<file path="src/rtl/core/ttst_pkg.sv">
// shared constants, command codes and controller command struct
// for the task timing statistics table; no dependencies
package ttst_pkg;

  localparam int MAX_ENTRIES = 16;
  localparam int KEY_BITS    = 16;

  localparam int SLOT_W = (MAX_ENTRIES > 1) ? $clog2(MAX_ENTRIES) : 1;
  localparam int CNT_W  = $clog2(MAX_ENTRIES + 1);

  localparam int CMD_W   = 2;
  localparam int KEYIN_W = 16;
  localparam int TIME_W  = 32;
  localparam int IDX_W   = 4;
  localparam int TCNT_W  = 5;

  localparam logic [CMD_W-1:0] CMD_RECORD = 2'd0;
  localparam logic [CMD_W-1:0] CMD_READ   = 2'd1;
  localparam logic [CMD_W-1:0] CMD_CLEAR  = 2'd2;

  localparam logic [TIME_W-1:0] TIME_ALL_ONES = '1;

  typedef struct packed {
    logic load_req;   // latch the request beat
    logic lookup;     // register key search result
    logic commit;     // update table and load result register
  } ttst_cmd_t;

endpackage

</file>
<file path="src/rtl/core/ttst_if.sv">
// valid/ready channel interfaces for request, result and config beats
// depends on ttst_pkg
interface ttst_req_if import ttst_pkg::*; ();
  logic               valid;
  logic               ready;
  logic [CMD_W-1:0]   command;
  logic [KEYIN_W-1:0] task_id;
  logic [TIME_W-1:0]  exec_time;
  logic [IDX_W-1:0]   entry_index;

  modport source (output valid, command, task_id, exec_time, entry_index, input ready);
  modport sink   (input valid, command, task_id, exec_time, entry_index, output ready);
endinterface

interface ttst_rsp_if import ttst_pkg::*; ();
  logic               valid;
  logic               ready;
  logic               entry_valid;
  logic [IDX_W-1:0]   slot;
  logic [KEYIN_W-1:0] entry_key;
  logic [TIME_W-1:0]  last_time;
  logic [TIME_W-1:0]  min_time;
  logic [TIME_W-1:0]  max_time;
  logic [TIME_W-1:0]  call_count;
  logic [TCNT_W-1:0]  task_count;

  modport source (output valid, entry_valid, slot, entry_key, last_time, min_time,
                  max_time, call_count, task_count, input ready);
  modport sink   (input valid, entry_valid, slot, entry_key, last_time, min_time,
                  max_time, call_count, task_count, output ready);
endinterface

interface ttst_cfg_if ();
  logic valid;
  logic ready;
  logic data;

  modport source (output valid, data, input ready);
  modport sink   (input valid, data, output ready);
endinterface

</file>
<file path="src/rtl/core/ttst_ctrl.sv">
// sequencing state machine: accept, lookup, update/commit, result handshake
// depends on ttst_pkg
module ttst_ctrl import ttst_pkg::*; (
  input  logic      clk,
  input  logic      rst,
  input  logic      req_valid,
  output logic      req_ready,
  output logic      rsp_valid,
  input  logic      rsp_ready,
  output ttst_cmd_t cmd
);

  typedef enum logic [1:0] {
    S_IDLE,
    S_LOOKUP,
    S_UPDATE
  } state_t;

  state_t state;
  logic   out_valid;

  always_comb begin
    req_ready    = (state == S_IDLE);
    cmd.load_req = req_ready && req_valid;
    cmd.lookup   = (state == S_LOOKUP);
    // commit only when the result register is free or being drained
    cmd.commit   = (state == S_UPDATE) && (!out_valid || rsp_ready);
  end

  assign rsp_valid = out_valid;

  always_ff @(posedge clk) begin
    if (rst) begin
      state     <= S_IDLE;
      out_valid <= 1'b0;
    end else begin
      if (cmd.commit) begin
        out_valid <= 1'b1;
      end else if (rsp_ready) begin
        out_valid <= 1'b0;
      end
      case (state)
        S_IDLE: begin
          if (req_valid) state <= S_LOOKUP;
        end
        S_LOOKUP: begin
          state <= S_UPDATE;
        end
        S_UPDATE: begin
          if (cmd.commit) state <= S_IDLE;
        end
        default: begin
          state <= S_IDLE;
        end
      endcase
    end
  end

endmodule

</file>
<file path="src/rtl/core/ttst_dpath.sv">
// datapath: request registers, entry stores, parallel key search,
// statistics update and result register; depends on ttst_pkg
module ttst_dpath import ttst_pkg::*; (
  input  logic               clk,
  input  logic               rst,
  input  ttst_cmd_t          cmd,
  input  logic               cfg_we,
  input  logic               cfg_data,
  input  logic [CMD_W-1:0]   command,
  input  logic [KEYIN_W-1:0] task_id,
  input  logic [TIME_W-1:0]  exec_time,
  input  logic [IDX_W-1:0]   entry_index,
  output logic               entry_valid,
  output logic [IDX_W-1:0]   slot,
  output logic [KEYIN_W-1:0] entry_key,
  output logic [TIME_W-1:0]  last_time,
  output logic [TIME_W-1:0]  min_time,
  output logic [TIME_W-1:0]  max_time,
  output logic [TIME_W-1:0]  call_count,
  output logic [TCNT_W-1:0]  task_count
);

  logic                enabled;
  logic [CNT_W-1:0]    occupied;
  logic [CNT_W-1:0]    occupied_next;

  logic [CMD_W-1:0]    cmd_q;
  logic [KEY_BITS-1:0] key_q;
  logic [TIME_W-1:0]   time_q;
  logic [IDX_W-1:0]    idx_q;

  logic [KEY_BITS-1:0] key_store   [MAX_ENTRIES];
  logic [TIME_W-1:0]   last_store  [MAX_ENTRIES];
  logic [TIME_W-1:0]   min_store   [MAX_ENTRIES];
  logic [TIME_W-1:0]   max_store   [MAX_ENTRIES];
  logic [TIME_W-1:0]   count_store [MAX_ENTRIES];

  logic                hit_c;
  logic [SLOT_W-1:0]   hit_slot_c;
  logic                look_hit;
  logic                look_new;
  logic [SLOT_W-1:0]   look_slot;

  logic [SLOT_W-1:0]   rd_slot;
  logic                res_valid;
  logic                wr_en;
  logic [TIME_W-1:0]   new_last;
  logic [TIME_W-1:0]   new_min;
  logic [TIME_W-1:0]   new_max;
  logic [TIME_W-1:0]   new_count;
  logic [KEY_BITS-1:0] res_key;
  logic [TIME_W-1:0]   res_last;
  logic [TIME_W-1:0]   res_min;
  logic [TIME_W-1:0]   res_max;
  logic [TIME_W-1:0]   res_count;

  // parallel compare over occupied slots, lowest matching slot wins
  always_comb begin
    hit_c      = 1'b0;
    hit_slot_c = '0;
    for (int i = MAX_ENTRIES - 1; i >= 0; i--) begin
      if ((32'(i) < 32'(occupied)) && (key_store[i] == key_q)) begin
        hit_c      = 1'b1;
        hit_slot_c = SLOT_W'(i);
      end
    end
  end

  always_comb begin
    rd_slot       = (cmd_q == CMD_READ) ? SLOT_W'(idx_q) : look_slot;
    occupied_next = occupied;
    res_valid     = 1'b0;
    wr_en         = 1'b0;
    new_last      = time_q;
    new_count     = count_store[rd_slot] + 32'd1;
    new_min       = (time_q < min_store[rd_slot]) ? time_q : min_store[rd_slot];
    new_max       = (time_q > max_store[rd_slot]) ? time_q : max_store[rd_slot];
    if (look_new) begin
      // fresh entry: min from all ones, max from zero, count from zero
      new_count = 32'd1;
      new_min   = time_q;
      new_max   = time_q;
    end
    res_key   = key_store[rd_slot];
    res_last  = last_store[rd_slot];
    res_min   = min_store[rd_slot];
    res_max   = max_store[rd_slot];
    res_count = count_store[rd_slot];
    case (cmd_q)
      CMD_RECORD: begin
        if (enabled && (look_hit || look_new)) begin
          res_valid = 1'b1;
          wr_en     = 1'b1;
          // a new slot is written at this same edge, so take the key from the request
          res_key   = key_q;
          res_last  = new_last;
          res_min   = new_min;
          res_max   = new_max;
          res_count = new_count;
          if (look_new) occupied_next = occupied + CNT_W'(1);
        end
      end
      CMD_READ: begin
        res_valid = (32'(idx_q) < 32'(occupied)) && (32'(idx_q) < 32'(MAX_ENTRIES));
      end
      CMD_CLEAR: begin
        occupied_next = '0;
      end
      default: begin
        res_valid = 1'b0;
      end
    endcase
  end

  always_ff @(posedge clk) begin
    if (rst) begin
      enabled  <= 1'b1;
      occupied <= '0;
    end else begin
      if (cfg_we) enabled <= cfg_data;
      if (cmd.commit) occupied <= occupied_next;
    end
  end

  always_ff @(posedge clk) begin
    if (cmd.load_req) begin
      cmd_q  <= command;
      key_q  <= KEY_BITS'(task_id);
      time_q <= exec_time;
      idx_q  <= entry_index;
    end
    if (cmd.lookup) begin
      look_hit  <= hit_c;
      look_new  <= !hit_c && (32'(occupied) < 32'(MAX_ENTRIES));
      look_slot <= hit_c ? hit_slot_c : SLOT_W'(occupied);
    end
    if (cmd.commit) begin
      if (wr_en) begin
        key_store[rd_slot]   <= key_q;
        last_store[rd_slot]  <= new_last;
        min_store[rd_slot]   <= new_min;
        max_store[rd_slot]   <= new_max;
        count_store[rd_slot] <= new_count;
      end
      entry_valid <= res_valid;
      slot        <= res_valid ? IDX_W'(rd_slot) : '0;
      entry_key   <= res_valid ? KEYIN_W'(res_key) : '0;
      last_time   <= res_valid ? res_last : '0;
      min_time    <= res_valid ? res_min : '0;
      max_time    <= res_valid ? res_max : '0;
      call_count  <= res_valid ? res_count : '0;
      task_count  <= TCNT_W'(occupied_next);
    end
  end

endmodule

</file>
<file path="src/rtl/core/task_timing_stats_table_unit.sv">
// task timing statistics table: per-task last/min/max/count of exec time
// a request passes key search and update before its result is registered;
// the next request is accepted only after this one commits; a result still
// waiting on rsp.ready holds the update and stalls the next request
// reset (rst, synchronous): table empty, profiling enabled; no clearing pass
// depends on ttst_pkg, ttst_if, ttst_ctrl, ttst_dpath
module task_timing_stats_table_unit import ttst_pkg::*; (
  input logic      clk,
  input logic      rst,
  ttst_req_if.sink   req,
  ttst_rsp_if.source rsp,
  ttst_cfg_if.sink   cfg
);

  ttst_cmd_t cmd;

  assign cfg.ready = 1'b1;

  ttst_ctrl u_ctrl (
    .clk       (clk),
    .rst       (rst),
    .req_valid (req.valid),
    .req_ready (req.ready),
    .rsp_valid (rsp.valid),
    .rsp_ready (rsp.ready),
    .cmd       (cmd)
  );

  ttst_dpath u_dpath (
    .clk         (clk),
    .rst         (rst),
    .cmd         (cmd),
    .cfg_we      (cfg.valid && cfg.ready),
    .cfg_data    (cfg.data),
    .command     (req.command),
    .task_id     (req.task_id),
    .exec_time   (req.exec_time),
    .entry_index (req.entry_index),
    .entry_valid (rsp.entry_valid),
    .slot        (rsp.slot),
    .entry_key   (rsp.entry_key),
    .last_time   (rsp.last_time),
    .min_time    (rsp.min_time),
    .max_time    (rsp.max_time),
    .call_count  (rsp.call_count),
    .task_count  (rsp.task_count)
  );

endmodule
</file>
<file path="src/flat_wrapper.sv">
// flat-port wrapper written by rule: the top's interface ports become plain ports
module task_timing_stats_table_unit_flat import ttst_pkg::*;
  (clk, rst, req_valid, req_command, req_task_id, req_exec_time, req_entry_index, req_ready, rsp_valid, rsp_entry_valid, rsp_slot, rsp_entry_key, rsp_last_time, rsp_min_time, rsp_max_time, rsp_call_count, rsp_task_count, rsp_ready, cfg_valid, cfg_data, cfg_ready);
  ttst_req_if req_i ();
  ttst_rsp_if rsp_i ();
  ttst_cfg_if cfg_i ();
  input logic clk;
  input logic rst;
  input wire logic [$bits(req_i.valid)-1:0] req_valid;
  input wire logic [$bits(req_i.command)-1:0] req_command;
  input wire logic [$bits(req_i.task_id)-1:0] req_task_id;
  input wire logic [$bits(req_i.exec_time)-1:0] req_exec_time;
  input wire logic [$bits(req_i.entry_index)-1:0] req_entry_index;
  output wire logic [$bits(req_i.ready)-1:0] req_ready;
  output wire logic [$bits(rsp_i.valid)-1:0] rsp_valid;
  output wire logic [$bits(rsp_i.entry_valid)-1:0] rsp_entry_valid;
  output wire logic [$bits(rsp_i.slot)-1:0] rsp_slot;
  output wire logic [$bits(rsp_i.entry_key)-1:0] rsp_entry_key;
  output wire logic [$bits(rsp_i.last_time)-1:0] rsp_last_time;
  output wire logic [$bits(rsp_i.min_time)-1:0] rsp_min_time;
  output wire logic [$bits(rsp_i.max_time)-1:0] rsp_max_time;
  output wire logic [$bits(rsp_i.call_count)-1:0] rsp_call_count;
  output wire logic [$bits(rsp_i.task_count)-1:0] rsp_task_count;
  input wire logic [$bits(rsp_i.ready)-1:0] rsp_ready;
  input wire logic [$bits(cfg_i.valid)-1:0] cfg_valid;
  input wire logic [$bits(cfg_i.data)-1:0] cfg_data;
  output wire logic [$bits(cfg_i.ready)-1:0] cfg_ready;
  assign req_i.valid = req_valid;
  assign req_i.command = req_command;
  assign req_i.task_id = req_task_id;
  assign req_i.exec_time = req_exec_time;
  assign req_i.entry_index = req_entry_index;
  assign req_ready = req_i.ready;
  assign rsp_valid = rsp_i.valid;
  assign rsp_entry_valid = rsp_i.entry_valid;
  assign rsp_slot = rsp_i.slot;
  assign rsp_entry_key = rsp_i.entry_key;
  assign rsp_last_time = rsp_i.last_time;
  assign rsp_min_time = rsp_i.min_time;
  assign rsp_max_time = rsp_i.max_time;
  assign rsp_call_count = rsp_i.call_count;
  assign rsp_task_count = rsp_i.task_count;
  assign rsp_i.ready = rsp_ready;
  assign cfg_i.valid = cfg_valid;
  assign cfg_i.data = cfg_data;
  assign cfg_ready = cfg_i.ready;
  task_timing_stats_table_unit u_core (.clk(clk), .rst(rst), .req(req_i), .rsp(rsp_i), .cfg(cfg_i));
endmodule
</file>
<file path="config.mk">
export PLATFORM = sky130hd
export DESIGN_NAME = task_timing_stats_table_unit_flat
export DESIGN_NICKNAME = d
export VERILOG_FILES = /design/src/rtl/core/ttst_pkg.sv /design/src/rtl/core/ttst_if.sv /design/src/rtl/core/ttst_ctrl.sv /design/src/rtl/core/ttst_dpath.sv /design/src/rtl/core/task_timing_stats_table_unit.sv /design/src/flat_wrapper.sv
export SDC_FILE = /design/constraint.sdc
export NUM_CORES = 2
export LEC_CHECK = 0
export ABC_AREA = 1
export BUFFER_PORTS_ARGS = -buffer_cell sky130_fd_sc_hd__buf_2
export CORE_ASPECT_RATIO = 0.6
export CORE_MARGIN = 1.5
export CORE_UTILIZATION = 43
export DETAILED_ROUTE_END_ITERATION = 7
export PLACE_DENSITY = 0.57
export SYNTH_ARGS = -nofsm -noshare
export SYNTH_HDL_FRONTEND = slang
export SYNTH_SLANG_ARGS = --single-unit
</file>
<file path="constraint.sdc">
create_clock -name clk -period 21.4 [get_ports clk]
set_clock_uncertainty 0.15 [all_clocks]
set_input_delay 3.21 -clock clk [delete_from_list [all_inputs] [get_ports clk]]
set_output_delay 3.21 -clock clk [all_outputs]
set_load 0.05 [all_outputs]
</file>
==> impl_metrics.py <==
metrics = {
    "final_layout": {
        "final_common_cell": "edfxtp_1",
        "layout_common_cells": "edfxtp_1 (2518), nand2_1 (770), a22oi_1 (676), o22ai_1 (555), o21ai_0 (322)",
        "fin_nets": 6964,
        "final_cells": 10100,
        "num-fill-cells": 19400,
        "area_growth_pct": 12.1,
        "regArea_mm2": 0.0758,
        "multiInputGateArea_mm2": 0.0206,
        "drive_gt1_frac": 0.111,
    },
    "floorplan": {
        "die_height_um": 375,
        "coreArea_mm2": 0.229,
        "initial_core_util": 0.432,
        "row_count": 136,
        "ioPinCount": 217,
        "die_area_mm2": 0.233,
        "die_w_um": 622,
    },
    "sta": {
        "fin_tns_setup_ns": 0,
        "max_freq_mhz": 129,
        "layout_setup_ws_ns": 13.63,
        "tightest_slew_ns": 1.35,
        "slew_headroom": 0.0991,
        "setup_viol": 0,
        "hold_viol": 0,
        "final-max-slew-violation-count": 0,
        "period_needed_ns": 7.77,
        "rsz0062_at_grt": "no",
        "fin_crit_sh": 0.363,
    },
    "clocking": {
        "htree_levels": 4,
        "cts_setup_buffers": 0,
        "cts_root_buf": "clkbuf_16",
        "clk_latency_ns": 0.90,
        "cts_resized": 0,
        "cts_tree": "yes",
        "clk_pin_slew_ns": 0.07,
        "cts_buffer_depth": 4,
        "ctsHoldBuffers": 0,
        "numCtsBuffers": 232,
        "cts.sink_count": 2527,
    },
    "route": {
        "drc": 0,
        "routedWlPerCell_um": 31.1,
        "drt-total-wl_mm": 313,
        "drt_pre_antenna_iters": 6,
        "drtIter0Drc": 8802,
        "viasPerCell": 6.17,
        "final_antenna_net_count": 0,
        "dr_total_vias": 62000,
    },
    "logic_synthesis": {
        "ys_async_sr_fraction": 0,
        "yosysWarnings": 0,
        "syn_inst": 6627,
        "synth_edf_count": 2518,
        "synth_nets": 6755,
        "synthesis.area_mm2": 0.0989,
        "synthXorXnorAreaFrac": 0.0127,
        "synth_ff_type": "edfxtp_1",
        "yosysUniqueCellTypes": 55,
        "ys_seq_elements": 2527,
        "synth_fa_ha_area_frac": 0.00860,
        "synth_compound_area_frac": 0.122,
        "muxShareOfSynthArea": 0,
        "ys_seq_area_frac": 0.766,
        "synth_top_family_by_area": "compound AO/OA/AOI/OAI gates",
        "syn_avg_cell_area_um2": 14.9,
        "synthSimpleGateAreaFrac": 0.0630,
    },
    "power": {
        "p_leak_nw": 36.2,
        "total_power_mw": 10.5,
        "powerDensity_mw_per_mm2": 94.7,
        "vdd_ir_drop_max_v": 0.0000717,
    },
    "setup_path": {
        "path_max_fanout": 128,
        "cp-end-kind": "flop",
        "slowest_stage": "buf_4",
        "cp.required_ns": 21.95,
        "worstPathArrival_ns": 8.31,
        "crit_path_start_kind": "flop",
        "worst-setup-path-type": "flop to flop",
        "cpPeakStageDelay_ns": 0.71,
    },
    "outcome": {
        "status": "complete, no violations",
    },
    "flow_run": {
        "maxCapViolCount": 0,
    },
    "placed_design": {
        "hpwl_mm": 171,
        "place_ws_ns": 12.95,
        "dpl.cell_count": 9638,
        "io_buffer_count": 215,
        "gp_congestion": 0.921,
    },
    "grt": {
        "grt_pass1_wl_mm": 440,
        "grt_max_degree": 145,
        "grt-ovfl-total": 0,
        "antenna_found_initial": 10,
        "grt_pass1_vias": 58600,
        "grt_usage": 0.260,
    },
    "min_path": {
        "hold_path_class": "flop to flop",
    },
}
==> through the flow <==
step | hold slack [ns] | cell area [um2] | util
after floorplan | 0.295 | 98900 | -
after global placement | 0.329 | 104000 | 0.452
after detailed placement | 0.356 | 104000 | 0.452
after CTS | 0.365 | 111000 | 0.484
after global routing | 0.384 | 111000 | 0.484
final | 0.364 | 111000 | 0.484
==> synth_stat cells (14+ instances only) <==
master    instances  area (um2)
a221oi_1         14         123
nor2_1          146         548
a21oi_1         233        1170
nor3_1           23         115
or2_0            26         163
o21ai_1          35         175
inv_1           204         766
o21ai_0         322        1610
o22ai_1         555        3470
buf_1            27         101
nand4_1         121         757
edfxtp_1       2518       75600
nand2_1         773        2900
inv_2            15        56.3
nor4_1           71         444
xnor2_1          55         482
a22oi_1         676        5070
clkbuf_1        170         638
xor2_1           88         771
nand3_1         128         641
ha_1             68         851
and2_1           35         219
nor2_2           17         106
buf_2           161         806
buf_4            28         210
==> critical path, delay by kind of cell (launching register included) <==
kind | cells | cell delay (ns)
and+or+nand+nor | 13 | 2.99
DFF | 1 | 0.54
AOI/OAI and AO/OA | 6 | 1.47
adders and majority gates | 1 | 0.35
buffers and inverters | 5 | 1.79
==> cell families after synthesis <==
kind of cell    count (synthesis)
xor+xnor                      143
fa+ha+maj                      68
flops                        2527
buf+inv                       624
other cells                     1
compound gates               1888
simple gates                 1376
==> final timing paths <==
check	start	endpoint	slack, ns	cells after the start
max	u_core.u_dpath.cmd_q[0]	u_core.u_dpath.max_time[26]	13.63	25
min	u_core.u_ctrl.state[1]	u_core.u_ctrl.state[0]	0.36	1
max reg2reg	u_core.u_dpath.cmd_q[0]	u_core.u_dpath.max_time[26]	13.63	25
min reg2reg	u_core.u_ctrl.state[1]	u_core.u_ctrl.state[0]	0.36	1
==> final cells by class <==
class / count / share of cell area
Antenna cell: 3 / 0.0000677
Clock buffer: 292 / 0.0556
Clock inverter: 129 / 0.0103
Inverter: 227 / 0.00816
Multi-Input combinational cell: 3476 / 0.186
Sequential cell: 2527 / 0.684
Tap cell: 3036 / 0.0343
Timing Repair Buffer: 372 / 0.0223
==> report_power, final <==
part / internal (mW) / total, mW / switching (mW) / leakage, nW
sequential: 5.50 / 5.51 / 0.0129 / 22.9
combinational: 0.204 / 0.869 / 0.665 / 9.69
clock: 2.27 / 4.11 / 1.84 / 3.58
total: 7.98 / 10.5 / 2.52 / 36.2
==> sequential cells by signal (all words and copies together), names as in the netlist <==
name	count
u_core.u_dpath.look_new	1
u_core.u_dpath.cmd_q	2
u_core.u_dpath.new_last	32
u_core.u_dpath.last_store	512
u_core.u_dpath.max_time	32
u_core.u_ctrl.rsp_valid	1
u_core.u_dpath.slot	4
u_core.u_ctrl.state	2
u_core.u_dpath.last_time	32
u_core.u_dpath.min_store	512
u_core.u_dpath.min_time	32
u_core.u_dpath.entry_valid	1
u_core.u_dpath.occupied	5
u_core.u_dpath.max_store	512
u_core.u_dpath.enabled	1
u_core.u_dpath.idx_q	4
u_core.u_dpath.look_slot	4
u_core.u_dpath.call_count	32
u_core.u_dpath.task_count	5
u_core.u_dpath.key_store	256
u_core.u_dpath.count_store	512
u_core.u_dpath.entry_key	16
u_core.u_dpath.key_q	16
u_core.u_dpath.look_hit	1
==> per-layer routing <==
metal / GRT usage / part of all wire / routed length (um) / up-vias
li1: - / - / - / 26400
met1: 0.398 / 0.44 / 136000 / 31700
met2: 0.385 / 0.44 / 138000 / 3449
met3: 0.0464 / 0.099 / 31100 / 445
met4: 0.0616 / 0.023 / 7310 / 8
met5: 0 / 0.00015 / 46 / -
Note: power is estimated with default switching activity, not from simulation.
